### src/rtl/pwc_pkg.sv
`timescale 1ns / 1ps
`default_nettype none
// ----------------------------------------------------------------------------
// pwc_pkg
// Types and constants shared by the polyline window clipper.
// ----------------------------------------------------------------------------
package pwc_pkg;

  localparam int CoordWidth = 24;
  localparam int MaxClipSteps = 8;

  typedef struct packed {
    logic signed [CoordWidth-1:0] vx;
    logic signed [CoordWidth-1:0] vy;
    logic                         starts_line;
  } pwc_in_t;

  typedef struct packed {
    logic signed [CoordWidth-1:0] ax;
    logic signed [CoordWidth-1:0] ay;
    logic signed [CoordWidth-1:0] bx;
    logic signed [CoordWidth-1:0] by;
  } pwc_out_t;

  typedef enum logic [2:0] {
    REG_X_LOW  = 3'd0,
    REG_X_HIGH = 3'd1,
    REG_Y_LOW  = 3'd2,
    REG_Y_HIGH = 3'd3,
    REG_MODE   = 3'd4
  } pwc_reg_t;

  typedef enum logic [3:0] {
    ST_IDLE,
    ST_CODE,
    ST_SETUP,
    ST_MUL,
    ST_DIV,
    ST_APPLY,
    ST_DSETUP,
    ST_DMUL,
    ST_DDIV,
    ST_DAPPLY,
    ST_OUT
  } pwc_state_t;

  typedef struct packed {
    logic start;
    logic busy;
    logic done;
  } pwc_div_ctl_t;

endpackage
`default_nettype wire

### src/rtl/polyline_window_clipper.sv
`timescale 1ns / 1ps
`default_nettype none
// ----------------------------------------------------------------------------
// polyline_window_clipper
// Clips consecutive polyline segments to a window, optional y distortion.
// ----------------------------------------------------------------------------
// Usage: vertices arrive as words on in_* (valid/stall). Each vertex closes a
// segment with the previous one unless starts_line is set or no vertex was
// seen since reset. The clipped segment leaves on out_* (valid/stall); a
// rejected segment leaves nothing. Window and mode are written on cfg_* while
// the block is idle.
// Timing: one vertex at a time. A start vertex is only stored; a segment
// inside the window passes the code, setup and output states in mode 0. Each
// clip step runs a 52-bit serial divide unless a term is zero, up to eight
// steps; mode 1 adds one divide per endpoint unless its x or y is zero. The
// shared divider sets the rate. in_stall is high from acceptance until the
// block is idle again and any result word has been taken; the result
// register holds while out_stall is high.
// Reset (rst_n low, synchronous) restores the full window, mode 0 and drops
// the stored vertex.
// ----------------------------------------------------------------------------
module polyline_window_clipper (
  input  wire logic               clk,
  input  wire logic               rst_n,
  input  wire logic               in_valid,
  output logic                    in_stall,
  input  wire pwc_pkg::pwc_in_t   in_data,
  output logic                    out_valid,
  input  wire logic               out_stall,
  output pwc_pkg::pwc_out_t       out_data,
  input  wire logic               cfg_valid,
  output logic                    cfg_ready,
  input  wire logic [2:0]         cfg_index,
  input  wire logic [pwc_pkg::CoordWidth-1:0] cfg_data
);
  import pwc_pkg::*;

  localparam int W  = CoordWidth;
  localparam int DW = W + 2;        // coordinate differences
  localparam int NW = 2 * DW;       // product width
  localparam logic signed [W-1:0] CMAX = {1'b0, {(W-1){1'b1}}};
  localparam logic signed [W-1:0] CMIN = {1'b1, {(W-1){1'b0}}};
  localparam logic [19:0] DSCALE = 20'd512000;

  logic signed [W-1:0] xl_r, xh_r, yl_r, yh_r;
  logic                mode_r;
  logic signed [W-1:0] prevx_r, prevy_r;
  logic                havep_r;

  pwc_state_t state_r, state_nxt;
  logic signed [DW-1:0] px_r [2], py_r [2];
  logic signed [DW-1:0] px_nxt [2], py_nxt [2];
  logic [3:0] ca_r, cb_r, ca_nxt, cb_nxt;
  logic [3:0] step_r, step_nxt;
  logic       side_r, side_nxt;   // endpoint being moved / distorted
  logic       xcut_r, xcut_nxt;
  logic signed [DW-1:0] bord_r, bord_nxt;
  logic [DW-1:0] ma_r, mb_r, me_r, ma_nxt, mb_nxt, me_nxt;
  logic       neg_r, neg_nxt, zero_r, zero_nxt;
  logic [NW-1:0] prod_r, prod_nxt;
  logic signed [W-1:0] dy_r [2], dy_nxt [2];
  pwc_out_t   res_r, res_nxt;
  logic       oval_r, oval_nxt;

  logic div_start, div_busy, div_done;
  logic [NW-1:0] quo;

  pwc_divider #(.NUM_W(NW), .DEN_W(DW)) u_div (
    .clk(clk), .rst_n(rst_n), .start(div_start),
    .num(prod_r), .den(me_r), .busy(div_busy), .done(div_done), .quo(quo)
  );

  function automatic logic [3:0] outc(logic signed [DW-1:0] x,
                                      logic signed [DW-1:0] y,
                                      logic signed [W-1:0] xl,
                                      logic signed [W-1:0] xh,
                                      logic signed [W-1:0] yl,
                                      logic signed [W-1:0] yh);
    logic [3:0] c;
    c[0] = x < DW'(xl);
    c[1] = x > DW'(xh);
    c[2] = y < DW'(yl);
    c[3] = y > DW'(yh);
    return c;
  endfunction

  function automatic logic [DW-1:0] magf(logic signed [DW-1:0] v);
    return v[DW-1] ? DW'(-v) : DW'(v);
  endfunction

  assign cfg_ready = (state_r == ST_IDLE) && !oval_r;
  assign in_stall  = !((state_r == ST_IDLE) && !oval_r);
  assign out_valid = oval_r;
  assign out_data  = res_r;

  always_ff @(posedge clk) begin
    if (!rst_n) begin
      xl_r <= CMIN; xh_r <= CMAX; yl_r <= CMIN; yh_r <= CMAX; mode_r <= 1'b0;
    end else if (cfg_valid && cfg_ready) begin
      case (cfg_index)
        REG_X_LOW:  xl_r <= cfg_data;
        REG_X_HIGH: xh_r <= cfg_data;
        REG_Y_LOW:  yl_r <= cfg_data;
        REG_Y_HIGH: yh_r <= cfg_data;
        REG_MODE:   mode_r <= cfg_data[0];
        default:    ;
      endcase
    end
  end

  logic in_acc;
  assign in_acc = in_valid && !in_stall;

  always_ff @(posedge clk) begin
    if (!rst_n) begin
      prevx_r <= '0; prevy_r <= '0; havep_r <= 1'b0;
    end else if (in_acc) begin
      prevx_r <= in_data.vx; prevy_r <= in_data.vy; havep_r <= 1'b1;
    end
  end

  logic [3:0] c_sel;
  logic signed [DW-1:0] d_sel, n_sel, e_sel, qs;
  logic signed [NW:0] dnum;

  always_comb begin
    state_nxt = state_r;
    px_nxt = px_r; py_nxt = py_r;
    ca_nxt = ca_r; cb_nxt = cb_r;
    step_nxt = step_r; side_nxt = side_r; xcut_nxt = xcut_r;
    bord_nxt = bord_r;
    ma_nxt = ma_r; mb_nxt = mb_r; me_nxt = me_r;
    neg_nxt = neg_r; zero_nxt = zero_r; prod_nxt = prod_r;
    dy_nxt = dy_r; res_nxt = res_r; oval_nxt = oval_r;
    div_start = 1'b0;
    c_sel = (ca_r != 4'd0) ? ca_r : cb_r;
    d_sel = '0; n_sel = '0; e_sel = '0; qs = '0; dnum = '0;
    if (oval_r && !out_stall) oval_nxt = 1'b0;
    case (state_r)
      ST_IDLE: begin
        if (in_acc && !in_data.starts_line && havep_r) begin
          px_nxt[0] = DW'(prevx_r); py_nxt[0] = DW'(prevy_r);
          px_nxt[1] = DW'(in_data.vx); py_nxt[1] = DW'(in_data.vy);
          step_nxt = '0;
          state_nxt = ST_CODE;
        end
      end
      ST_CODE: begin
        ca_nxt = outc(px_r[0], py_r[0], xl_r, xh_r, yl_r, yh_r);
        cb_nxt = outc(px_r[1], py_r[1], xl_r, xh_r, yl_r, yh_r);
        state_nxt = ST_SETUP;
      end
      ST_SETUP: begin
        if ((ca_r | cb_r) == 4'd0) begin
          side_nxt = 1'b0;
          state_nxt = mode_r ? ST_DSETUP : ST_OUT;
        end else if ((ca_r & cb_r) != 4'd0 || step_r == 4'(MaxClipSteps)) begin
          state_nxt = ST_IDLE;
        end else begin
          side_nxt = (ca_r == 4'd0);
          xcut_nxt = (c_sel[1:0] != 2'd0);
          if (c_sel[1:0] != 2'd0) begin
            bord_nxt = c_sel[0] ? DW'(xl_r) : DW'(xh_r);
            d_sel = py_r[~side_nxt] - py_r[side_nxt];
            n_sel = bord_nxt - px_r[side_nxt];
            e_sel = px_r[~side_nxt] - px_r[side_nxt];
          end else begin
            bord_nxt = c_sel[2] ? DW'(yl_r) : DW'(yh_r);
            d_sel = px_r[~side_nxt] - px_r[side_nxt];
            n_sel = bord_nxt - py_r[side_nxt];
            e_sel = py_r[~side_nxt] - py_r[side_nxt];
          end
          ma_nxt = magf(d_sel); mb_nxt = magf(n_sel); me_nxt = magf(e_sel);
          neg_nxt = (d_sel[DW-1] ^ n_sel[DW-1]) ^ e_sel[DW-1];
          zero_nxt = (d_sel == '0) || (n_sel == '0) || (e_sel == '0);
          state_nxt = ST_MUL;
        end
      end
      ST_MUL: begin
        prod_nxt = ma_r * mb_r;
        state_nxt = ST_DIV;
      end
      ST_DIV: begin
        if (!div_busy && !div_done && zero_r) begin
          state_nxt = ST_APPLY;
        end else if (!div_busy && !div_done) begin
          div_start = 1'b1;
        end else if (div_done) begin
          state_nxt = ST_APPLY;
        end
      end
      ST_APPLY: begin
        qs = zero_r ? '0 : (neg_r ? DW'(-quo[DW-1:0]) : DW'(quo[DW-1:0]));
        if (xcut_r) begin
          py_nxt[side_r] = py_r[side_r] + qs;
          px_nxt[side_r] = bord_r;
        end else begin
          px_nxt[side_r] = px_r[side_r] + qs;
          py_nxt[side_r] = bord_r;
        end
        step_nxt = step_r + 1'b1;
        state_nxt = ST_CODE;
      end
      ST_DSETUP: begin
        ma_nxt = magf(py_r[side_r]);
        me_nxt = magf(px_r[side_r]);
        neg_nxt = py_r[side_r][DW-1];
        state_nxt = ST_DMUL;
      end
      ST_DMUL: begin
        prod_nxt = NW'(ma_r) * NW'(DSCALE);
        state_nxt = ST_DDIV;
      end
      ST_DDIV: begin
        if (py_r[side_r] == '0 || px_r[side_r] == '0) begin
          state_nxt = ST_DAPPLY;
        end else if (!div_busy && !div_done) begin
          div_start = 1'b1;
        end else if (div_done) begin
          state_nxt = ST_DAPPLY;
        end
      end
      ST_DAPPLY: begin
        if (py_r[side_r] == '0) begin
          dy_nxt[side_r] = '0;
        end else if (px_r[side_r] == '0) begin
          dy_nxt[side_r] = neg_r ? CMIN : CMAX;
        end else if (!neg_r) begin
          dy_nxt[side_r] = (quo > NW'(CMAX)) ? CMAX : W'(quo);
        end else begin
          dnum = {1'b0, quo};
          dy_nxt[side_r] = (quo > NW'(CMAX) + 1'b1) ? CMIN : W'(-dnum);
        end
        side_nxt = 1'b1;
        state_nxt = side_r ? ST_OUT : ST_DSETUP;
      end
      ST_OUT: begin
        res_nxt.ax = W'(px_r[0]);
        res_nxt.bx = W'(px_r[1]);
        res_nxt.ay = mode_r ? dy_r[0] : W'(py_r[0]);
        res_nxt.by = mode_r ? dy_r[1] : W'(py_r[1]);
        oval_nxt = 1'b1;
        state_nxt = ST_IDLE;
      end
      default: state_nxt = ST_IDLE;
    endcase
  end

  always_ff @(posedge clk) begin
    if (!rst_n) begin
      state_r <= ST_IDLE;
      oval_r  <= 1'b0;
      step_r  <= '0;
    end else begin
      state_r <= state_nxt;
      oval_r  <= oval_nxt;
      step_r  <= step_nxt;
    end
    px_r <= px_nxt; py_r <= py_nxt;
    ca_r <= ca_nxt; cb_r <= cb_nxt;
    side_r <= side_nxt; xcut_r <= xcut_nxt; bord_r <= bord_nxt;
    ma_r <= ma_nxt; mb_r <= mb_nxt; me_r <= me_nxt;
    neg_r <= neg_nxt; zero_r <= zero_nxt; prod_r <= prod_nxt;
    dy_r <= dy_nxt; res_r <= res_nxt;
  end

  a_no_accept_busy: assert property (@(posedge clk) disable iff (!rst_n)
    (state_r != ST_IDLE) |-> in_stall)
    else $error("input taken while busy");
  a_hold_out: assert property (@(posedge clk) disable iff (!rst_n)
    (out_valid && out_stall) |=> (out_valid && $stable(out_data)))
    else $error("result dropped under stall");
  a_step_bound: assert property (@(posedge clk) disable iff (!rst_n)
    step_r <= 4'(MaxClipSteps))
    else $error("clip step count overrun");
endmodule
`default_nettype wire

### src/rtl/pwc_divider.sv
`timescale 1ns / 1ps
`default_nettype none
// ----------------------------------------------------------------------------
// pwc_divider
// Restoring serial divider, one quotient bit per cycle, unsigned.
// ----------------------------------------------------------------------------
module pwc_divider #(
  parameter int NUM_W = 64,
  parameter int DEN_W = 32
) (
  input  wire logic              clk,
  input  wire logic              rst_n,
  input  wire logic              start,
  input  wire logic [NUM_W-1:0]  num,
  input  wire logic [DEN_W-1:0]  den,
  output logic                   busy,
  output logic                   done,
  output logic [NUM_W-1:0]       quo
);
  localparam int CNT_W = $clog2(NUM_W + 1);

  logic [NUM_W-1:0] quo_r, quo_nxt;
  logic [DEN_W:0]   rem_r, rem_nxt;
  logic [DEN_W-1:0] den_r, den_nxt;
  logic [CNT_W-1:0] cnt_r, cnt_nxt;
  logic             busy_r, busy_nxt, done_r, done_nxt;
  logic [DEN_W:0]   trial;

  always_comb begin
    quo_nxt  = quo_r;
    rem_nxt  = rem_r;
    den_nxt  = den_r;
    cnt_nxt  = cnt_r;
    busy_nxt = busy_r;
    done_nxt = 1'b0;
    trial    = {rem_r[DEN_W-1:0], quo_r[NUM_W-1]};
    if (start) begin
      quo_nxt  = num;
      rem_nxt  = '0;
      den_nxt  = den;
      cnt_nxt  = CNT_W'(NUM_W);
      busy_nxt = 1'b1;
    end else if (busy_r) begin
      if (trial >= {1'b0, den_r}) begin
        rem_nxt = trial - {1'b0, den_r};
        quo_nxt = {quo_r[NUM_W-2:0], 1'b1};
      end else begin
        rem_nxt = trial;
        quo_nxt = {quo_r[NUM_W-2:0], 1'b0};
      end
      cnt_nxt = cnt_r - 1'b1;
      if (cnt_r == CNT_W'(1)) begin
        busy_nxt = 1'b0;
        done_nxt = 1'b1;
      end
    end
  end

  always_ff @(posedge clk) begin
    if (!rst_n) begin
      busy_r <= 1'b0;
      done_r <= 1'b0;
      cnt_r  <= '0;
    end else begin
      busy_r <= busy_nxt;
      done_r <= done_nxt;
      cnt_r  <= cnt_nxt;
    end
    quo_r <= quo_nxt;
    rem_r <= rem_nxt;
    den_r <= den_nxt;
  end

  assign busy = busy_r;
  assign done = done_r;
  assign quo  = quo_r;
endmodule
`default_nettype wire
### config.mk
export PLATFORM = sky130hd
export DESIGN_NAME = polyline_window_clipper
export DESIGN_NICKNAME = d
export VERILOG_FILES = /design/src/rtl/pwc_pkg.sv /design/src/rtl/polyline_window_clipper.sv /design/src/rtl/pwc_divider.sv
export SDC_FILE = /design/constraint.sdc
export NUM_CORES = 2
export LEC_CHECK = 0
export BUFFER_PORTS_ARGS = -buffer_cell sky130_fd_sc_hd__buf_2
export CORE_ASPECT_RATIO = 1.2
export CORE_UTILIZATION = 50
export DETAILED_ROUTE_END_ITERATION = 10
export GPL_TIMING_DRIVEN = 0
export PLACE_DENSITY = 0.77
export REMOVE_ABC_BUFFERS = 1
export SLEW_MARGIN = 20
export SYNTH_ARGS = -nofsm -noshare
export SYNTH_HDL_FRONTEND = slang
export SYNTH_HIERARCHICAL = 1
export SYNTH_SLANG_ARGS = --single-unit
### constraint.sdc
create_clock -name clk -period 10.8 [get_ports clk]
set_input_delay 1.62 -clock clk [delete_from_list [all_inputs] [get_ports clk]]
set_output_delay 1.62 -clock clk [all_outputs]
set_load 0.01 [all_outputs]
==> Word-level counts from Yosys, hierarchy flattened <==
Index checks and enable logic that the tools add are counted.
{ "totals": {"register_bits": 683, "elab_cells": 269, "in_bits": 81, "output_inout_bits": 99} }
{ "op_classes": {"muxes": 109, "order_cmp": 15, "add_sub_neg": 16, "multipliers": 2, "bitwise_logic": 14, "eq_ne": 24, "n_reduce_logical": 49} }
{ "ops": {"columns": ["cell", "count"], "rows": [
  ["2-to-1 mux 26 bit", 45],
  ["2-to-1 mux 52 bit", 6],
  ["case mux 52 bit (2 select lines)", 3],
  ["bitwise mux 52 bit", 4],
  ["negator 26 bit", 6],
  ["bitwise mux 48 bit", 3],
  ["2-to-1 mux 24 bit", 6],
  ["2-to-1 mux 48 bit", 3],
  ["zero test 26 bit", 5],
  ["subtractor 26 bit", 5],
  ["greater-than comparator 26 x 24 -> 1 bit", 4],
  ["< comparator 26 x 24 -> 1 bit", 4],
  ["case mux 26 bit (2 select lines)", 2],
  ["adder 26 bit", 2],
  ["greater-than comparator 52 x 23 -> 1 bit, second input constant", 1],
  ["greater-than comparator 52 x 24 -> 1 bit, second input constant", 1],
  ["multiplier 26 x 26 -> 52 bit", 1],
  ["bitwise AND 48 bit", 1],
  ["NOT 48 bit", 1],
  ["2-to-1 mux 4 bit", 11],
  ["case mux 4 bit (10 select lines)", 1],
  ["multiplier 26 x 7 -> 33 bit, second input constant", 1],
  ["greater-or-equal comparator 27 x 26 -> 1 bit", 1],
  ["demux 26 bit (select 1 bit)", 1],
  ["42 further kinds", 111]
]} }

==> Logic depth before layout (Yosys ltp) <==
{ "depth": {"depth_word": 16, "depth_mapped": 29, "mapped_depth_nobuf": 27} }

==> By module <==
The synthesis kept the hierarchy.
{ "by_module_without_submodules": {"columns": ["mod", "cells_per_inst", "instances", "area_per_inst_um2"], "rows": [
  ["polyline_window_clipper", 8080, 1, 70511.4],
  ["pwc_divider", 553, 1, 6311.1]
]} }

==> Worst setup path before layout <==
OpenSTA, ideal clock, no wires.
{ "synth_timing": {"path_type": "register to register", "startpoint": "register ma_r[14]", "endpoint": "register prod_r[48], data pin", "path_stages_with_launch": 28, "required_ns": 10.534, "n_path_buf": 1, "arrival_time_ns": 7.075, "path_slack_ns": 3.459, "setup_ns": 0.266, "path_cell_list": "edfxtp_1 > clkbuf_1 > nand2_1 > fa_1 > inv_1 > fa_1 > inv_1 > fa_1 > fa_1 > inv_1 > fa_1 > fa_1 > inv_1 > fa_1 > inv_1 > ha_1 > a21o_1 > a21o_1 > a21o_1 > a21oi_1 > a2bb2oi_1 > o211ai_1 > a31o_2 > a31o_2 > a31oi_1 > o21ai_0 > xnor2_1 > nor2_1"} }
{ "synth_via": {"elab_chain_cells": 2} }
{ "synth_lines": {"columns": ["element", "line", "text"], "rows": [
  ["start, declared", "polyline_window_clipper.sv:58", "logic [DW-1:0] ma_r, mb_r, me_r, ma_nxt, mb_nxt, me_nxt;"],
  ["start signal, assigned", "polyline_window_clipper.sv:262", "ma_r <= ma_nxt; mb_r <= mb_nxt; me_r <= me_nxt;"],
  ["multiplier 26 x 26 -> 52 bit", "polyline_window_clipper.sv:180", "prod_nxt = ma_r * mb_r;"],
  ["case mux 52 bit (2 select lines)", "polyline_window_clipper.sv:139", "case (state_r)"],
  ["end signal, assigned", "polyline_window_clipper.sv:263", "neg_r <= neg_nxt; zero_r <= zero_nxt; prod_r <= prod_nxt;"],
  ["end, declared", "polyline_window_clipper.sv:60", "logic [NW-1:0] prod_r, prod_nxt;"]
]} }
Every way passes these cells.
A chain may end at the register's enable or synchronous reset.

==> Worst setup path in the final report <==
{ "layout_timing": {"startpoint": "register mb_r[10]", "endpoint": "register prod_r[50], data pin"} }
{ "layout_via": {"elab_chain_cells": 2} }
{ "layout_lines": {"columns": ["element", "line"], "rows": [
  ["start, declared", "polyline_window_clipper.sv:58"],
  ["start signal, assigned", "polyline_window_clipper.sv:262"],
  ["multiplier 26 x 26 -> 52 bit", "polyline_window_clipper.sv:180"],
  ["case mux 52 bit (2 select lines)", "polyline_window_clipper.sv:139"]
]} }
Every way passes these cells.

==> flow_summary.toml <==
[cells_and_area]
diodes = 0
nets = 9959
fin_util_pct = 54.86
area_growth_pct = 8.994
final_cells = 10650
drive_above_1_share_pct = 7.999

[yosys]
yosys-top-cells-area = "edfxtp_1 19%, fa_1 18%, ha_1 9.9%"
syn_avg_cell_area_um2 = 8.899
synth_cell_types = 130
yosysMostFrequentCell = "nand2_1"
syn_inst = 8633
synth_area_um2 = 76820
synth-edff-count = 492
synth.top_cells.by_count = "1102 x nand2_1, 943 x inv_1, 673 x fa_1, 606 x ha_1, 492 x edfxtp_1"
synth_top_area_cell = "edfxtp_1"
synth_warnings = 6
ys_seq_area_share_pct = 24.16
synth_top_cell_area_share_pct = 19.23
synth_flop_cell = "edfxtp_1"
ys_async_sr_fraction_pct = 0
ys_ff_latch = 681

[clocking]
cts_tree = "done"
cts.clk_slew.worst_paths_ns = 0.06
cts_hold_buf = 0
cts_resized = 0
clockRootBuffer = "clkbuf_16"
cts_made_buffers = 77
cts_num_sinks = 681
clk_latency_ns = 0.72
cts_setup_buffers = 0
cts_buffer_depth = 3
h-tree-depth = 3

[route]
finalWirelength_mm = 268.0
routedWlPerCell_um = 25.16
vias = 66570
routed_via_density = 6.250
first_iter_violations = 7288
drt-pass1-iter-count = 8
ant_nets = 0
drc_errors = 0

[global_route]
grt_pass1_vias = 66650
overflow = 0
grt_max_degree = 86
grt_pass1_wl_mm = 401.4
grt.total_usage_pct = 34.24
antenna_found_initial = 8

[setup_path]
endpoint_kind = "flip-flop"
path_max_fanout = 26
start_kind = "flip-flop"
cp.arrival_ns = 8.99
required_ns = 11.23
path_class = "reg -> reg"

[pwr]
p_leak_nw = 35.94
cellPowerDensity_nw_per_um2 = 91.93
ir_worst_vdd_mv = 0.1013
total_power_mw = 7.698

[floorplan]
io_pins = 180
coreArea_um2 = 152600
start_util_pct = 50.33
die-area_um2 = 155200
die_w_um = 359.8
die_h_um = 431.4
fp-row-count = 157

[outcome]
status = "finished, final reports clean"

[timing]
slew_violations = 0
finalSetupViolCount = 0
tightest_slew_ns = 1.238
slew_headroom_pct = 16.73
hold_viol = 0
setup_tns_ns = 0
rsz0062_at_grt = "no"
fin_crit_sh_pct = 79.24
skew_ns = 0.04878
max_freq_mhz = 116.8
holdWs_ns = 0.4168
timing.final.crit_period_ns = 8.558

[min_path]
min_path_type = "reg -> reg"

[job]
drv_cap = 0

[placed_design]
place_inst = 10500
routabilityCongestion = 1.022
io_buffers = 179
dp_hpwl_mm = 213.2
metrics by stage:
stage          setup WS, ns  area, um2
6_report              2.242      83730
5_1_grt               1.928      83730
4_1_cts               2.185      83620
3_5_place_dp          2.230      80980
3_3_place_gp         -10.37      78350
2_1_floorplan        -1.569      74970
routing by layer:
metal	share of wire [%]	global-route usage, %	up-vias	wire length (um)
met2	46	55.91	3454	123500
met1	38	42.72	32820	103000
met5	0.020	0	-	53
li1	-	-	29510	-
met3	8.4	4.724	774	22550
met4	7.0	21.83	8	18820
report_power, final:
| part | switching, mW | internal, mW |
|---|---|---|
| Combinational | 1.24 | 0.708 |
| Clock | 1.19 | 1.59 |
| Sequential | 0.0758 | 2.89 |
cell type report:
| cell class | count | area (um2) |
|---|---|---|
| Tap cell | 1987 | 2486 |
| Sequential cell | 681 | 18560 |
| Fill cell | 13260 | 68900 |
| Multi-Input combinational cell | 6575 | 53140 |
| Timing Repair Buffer | 319 | 3342 |
| Clock buffer | 96 | 2145 |
| Inverter | 945 | 3558 |
| Clock inverter | 48 | 494.2 |
critical path, stage by stage, from the launching register on:
cell and delay [ns]:
edfxtp_1 1.09, and2_1 0.28, fa_1 0.42, fa_1 0.54, inv_1 0.06, fa_1 0.53
inv_1 0.05, fa_1 0.43, fa_1 0.51, fa_1 0.50, inv_1 0.06, fa_1 0.55
inv_1 0.05, ha_1 0.36, inv_1 0.11, nor2_1 0.10, o21ai_0 0.20, or4_1 0.65
o211ai_1 0.38, a31oi_1 0.25, o21ai_0 0.48, o211ai_1 0.24, a21oi_1 0.21, xnor2_1 0.13
nor2_1 0.05
state kept, by name, summed over array words and instances, names as in the netlist, 26 cells and up:
signal and count:
u_div/quo 52, u_div/rem_r 26, ma_r 26, mb_r 26
prod_r 52, py_r 52, px_r 52, u_div/den_r 26
dy_r 48, me_r 26, out_data 96
layout by cell type, fill, tap and decap left out, types with 30 or more instances in the layout:
cell type  count
o21ai_0      469
a22o_1        37
fa_1         673
a211oi_1      67
and2_1       379
o211ai_1      89
clkbuf_16     82
nor4_1        30
xnor2_1      219
and3_1        47
inv_1        940
a21o_1       156
ha_1         606
mux2i_1      115
buf_8         64
nor3_1       141
nand4_1       58
maj3_1        75
nor2_1       466
o31ai_1       69
buf_2        188
a31oi_1       72
or3_1         57
a21boi_0     119
a21oi_1      417
nand3_1      117
dfxtp_1      187
edfxtp_1     492
mux2_2        79
nor2b_1      124
buf_16        37
nand2b_1     104
xor2_1       126
o21a_1        75
nand2_1     1095
path summary, 6_finish.rpt:
check                      from                        end  slack [ns]  depth (start not counted)
max          mb_r[10]$_DFFE_PP_   prod_r[50]$_SDFFCE_PP0P_        2.24                         24
min          me_r[21]$_DFFE_PP_  u_div/den_r[21]$_DFFE_PP_        0.42                          0
max reg2reg  mb_r[10]$_DFFE_PP_   prod_r[50]$_SDFFCE_PP0P_        2.24                         24
min reg2reg  me_r[21]$_DFFE_PP_  u_div/den_r[21]$_DFFE_PP_        0.42                          0
kinds of logic after synthesis:
family | count (synthesis) | share of synthesized area [%]
AND/OR/NAND/NOR | 2779 | 17.46
AO/OA/AOI/OAI | 1895 | 16.23
buffers and inverters | 1377 | 7.029
adder cells (fa/ha/maj) | 1354 | 28.38
flip-flops | 681 | 24.16
XOR/XNOR | 345 | 3.933
multiplexers | 202 | 2.800
(Power assumes the default switching activity.)
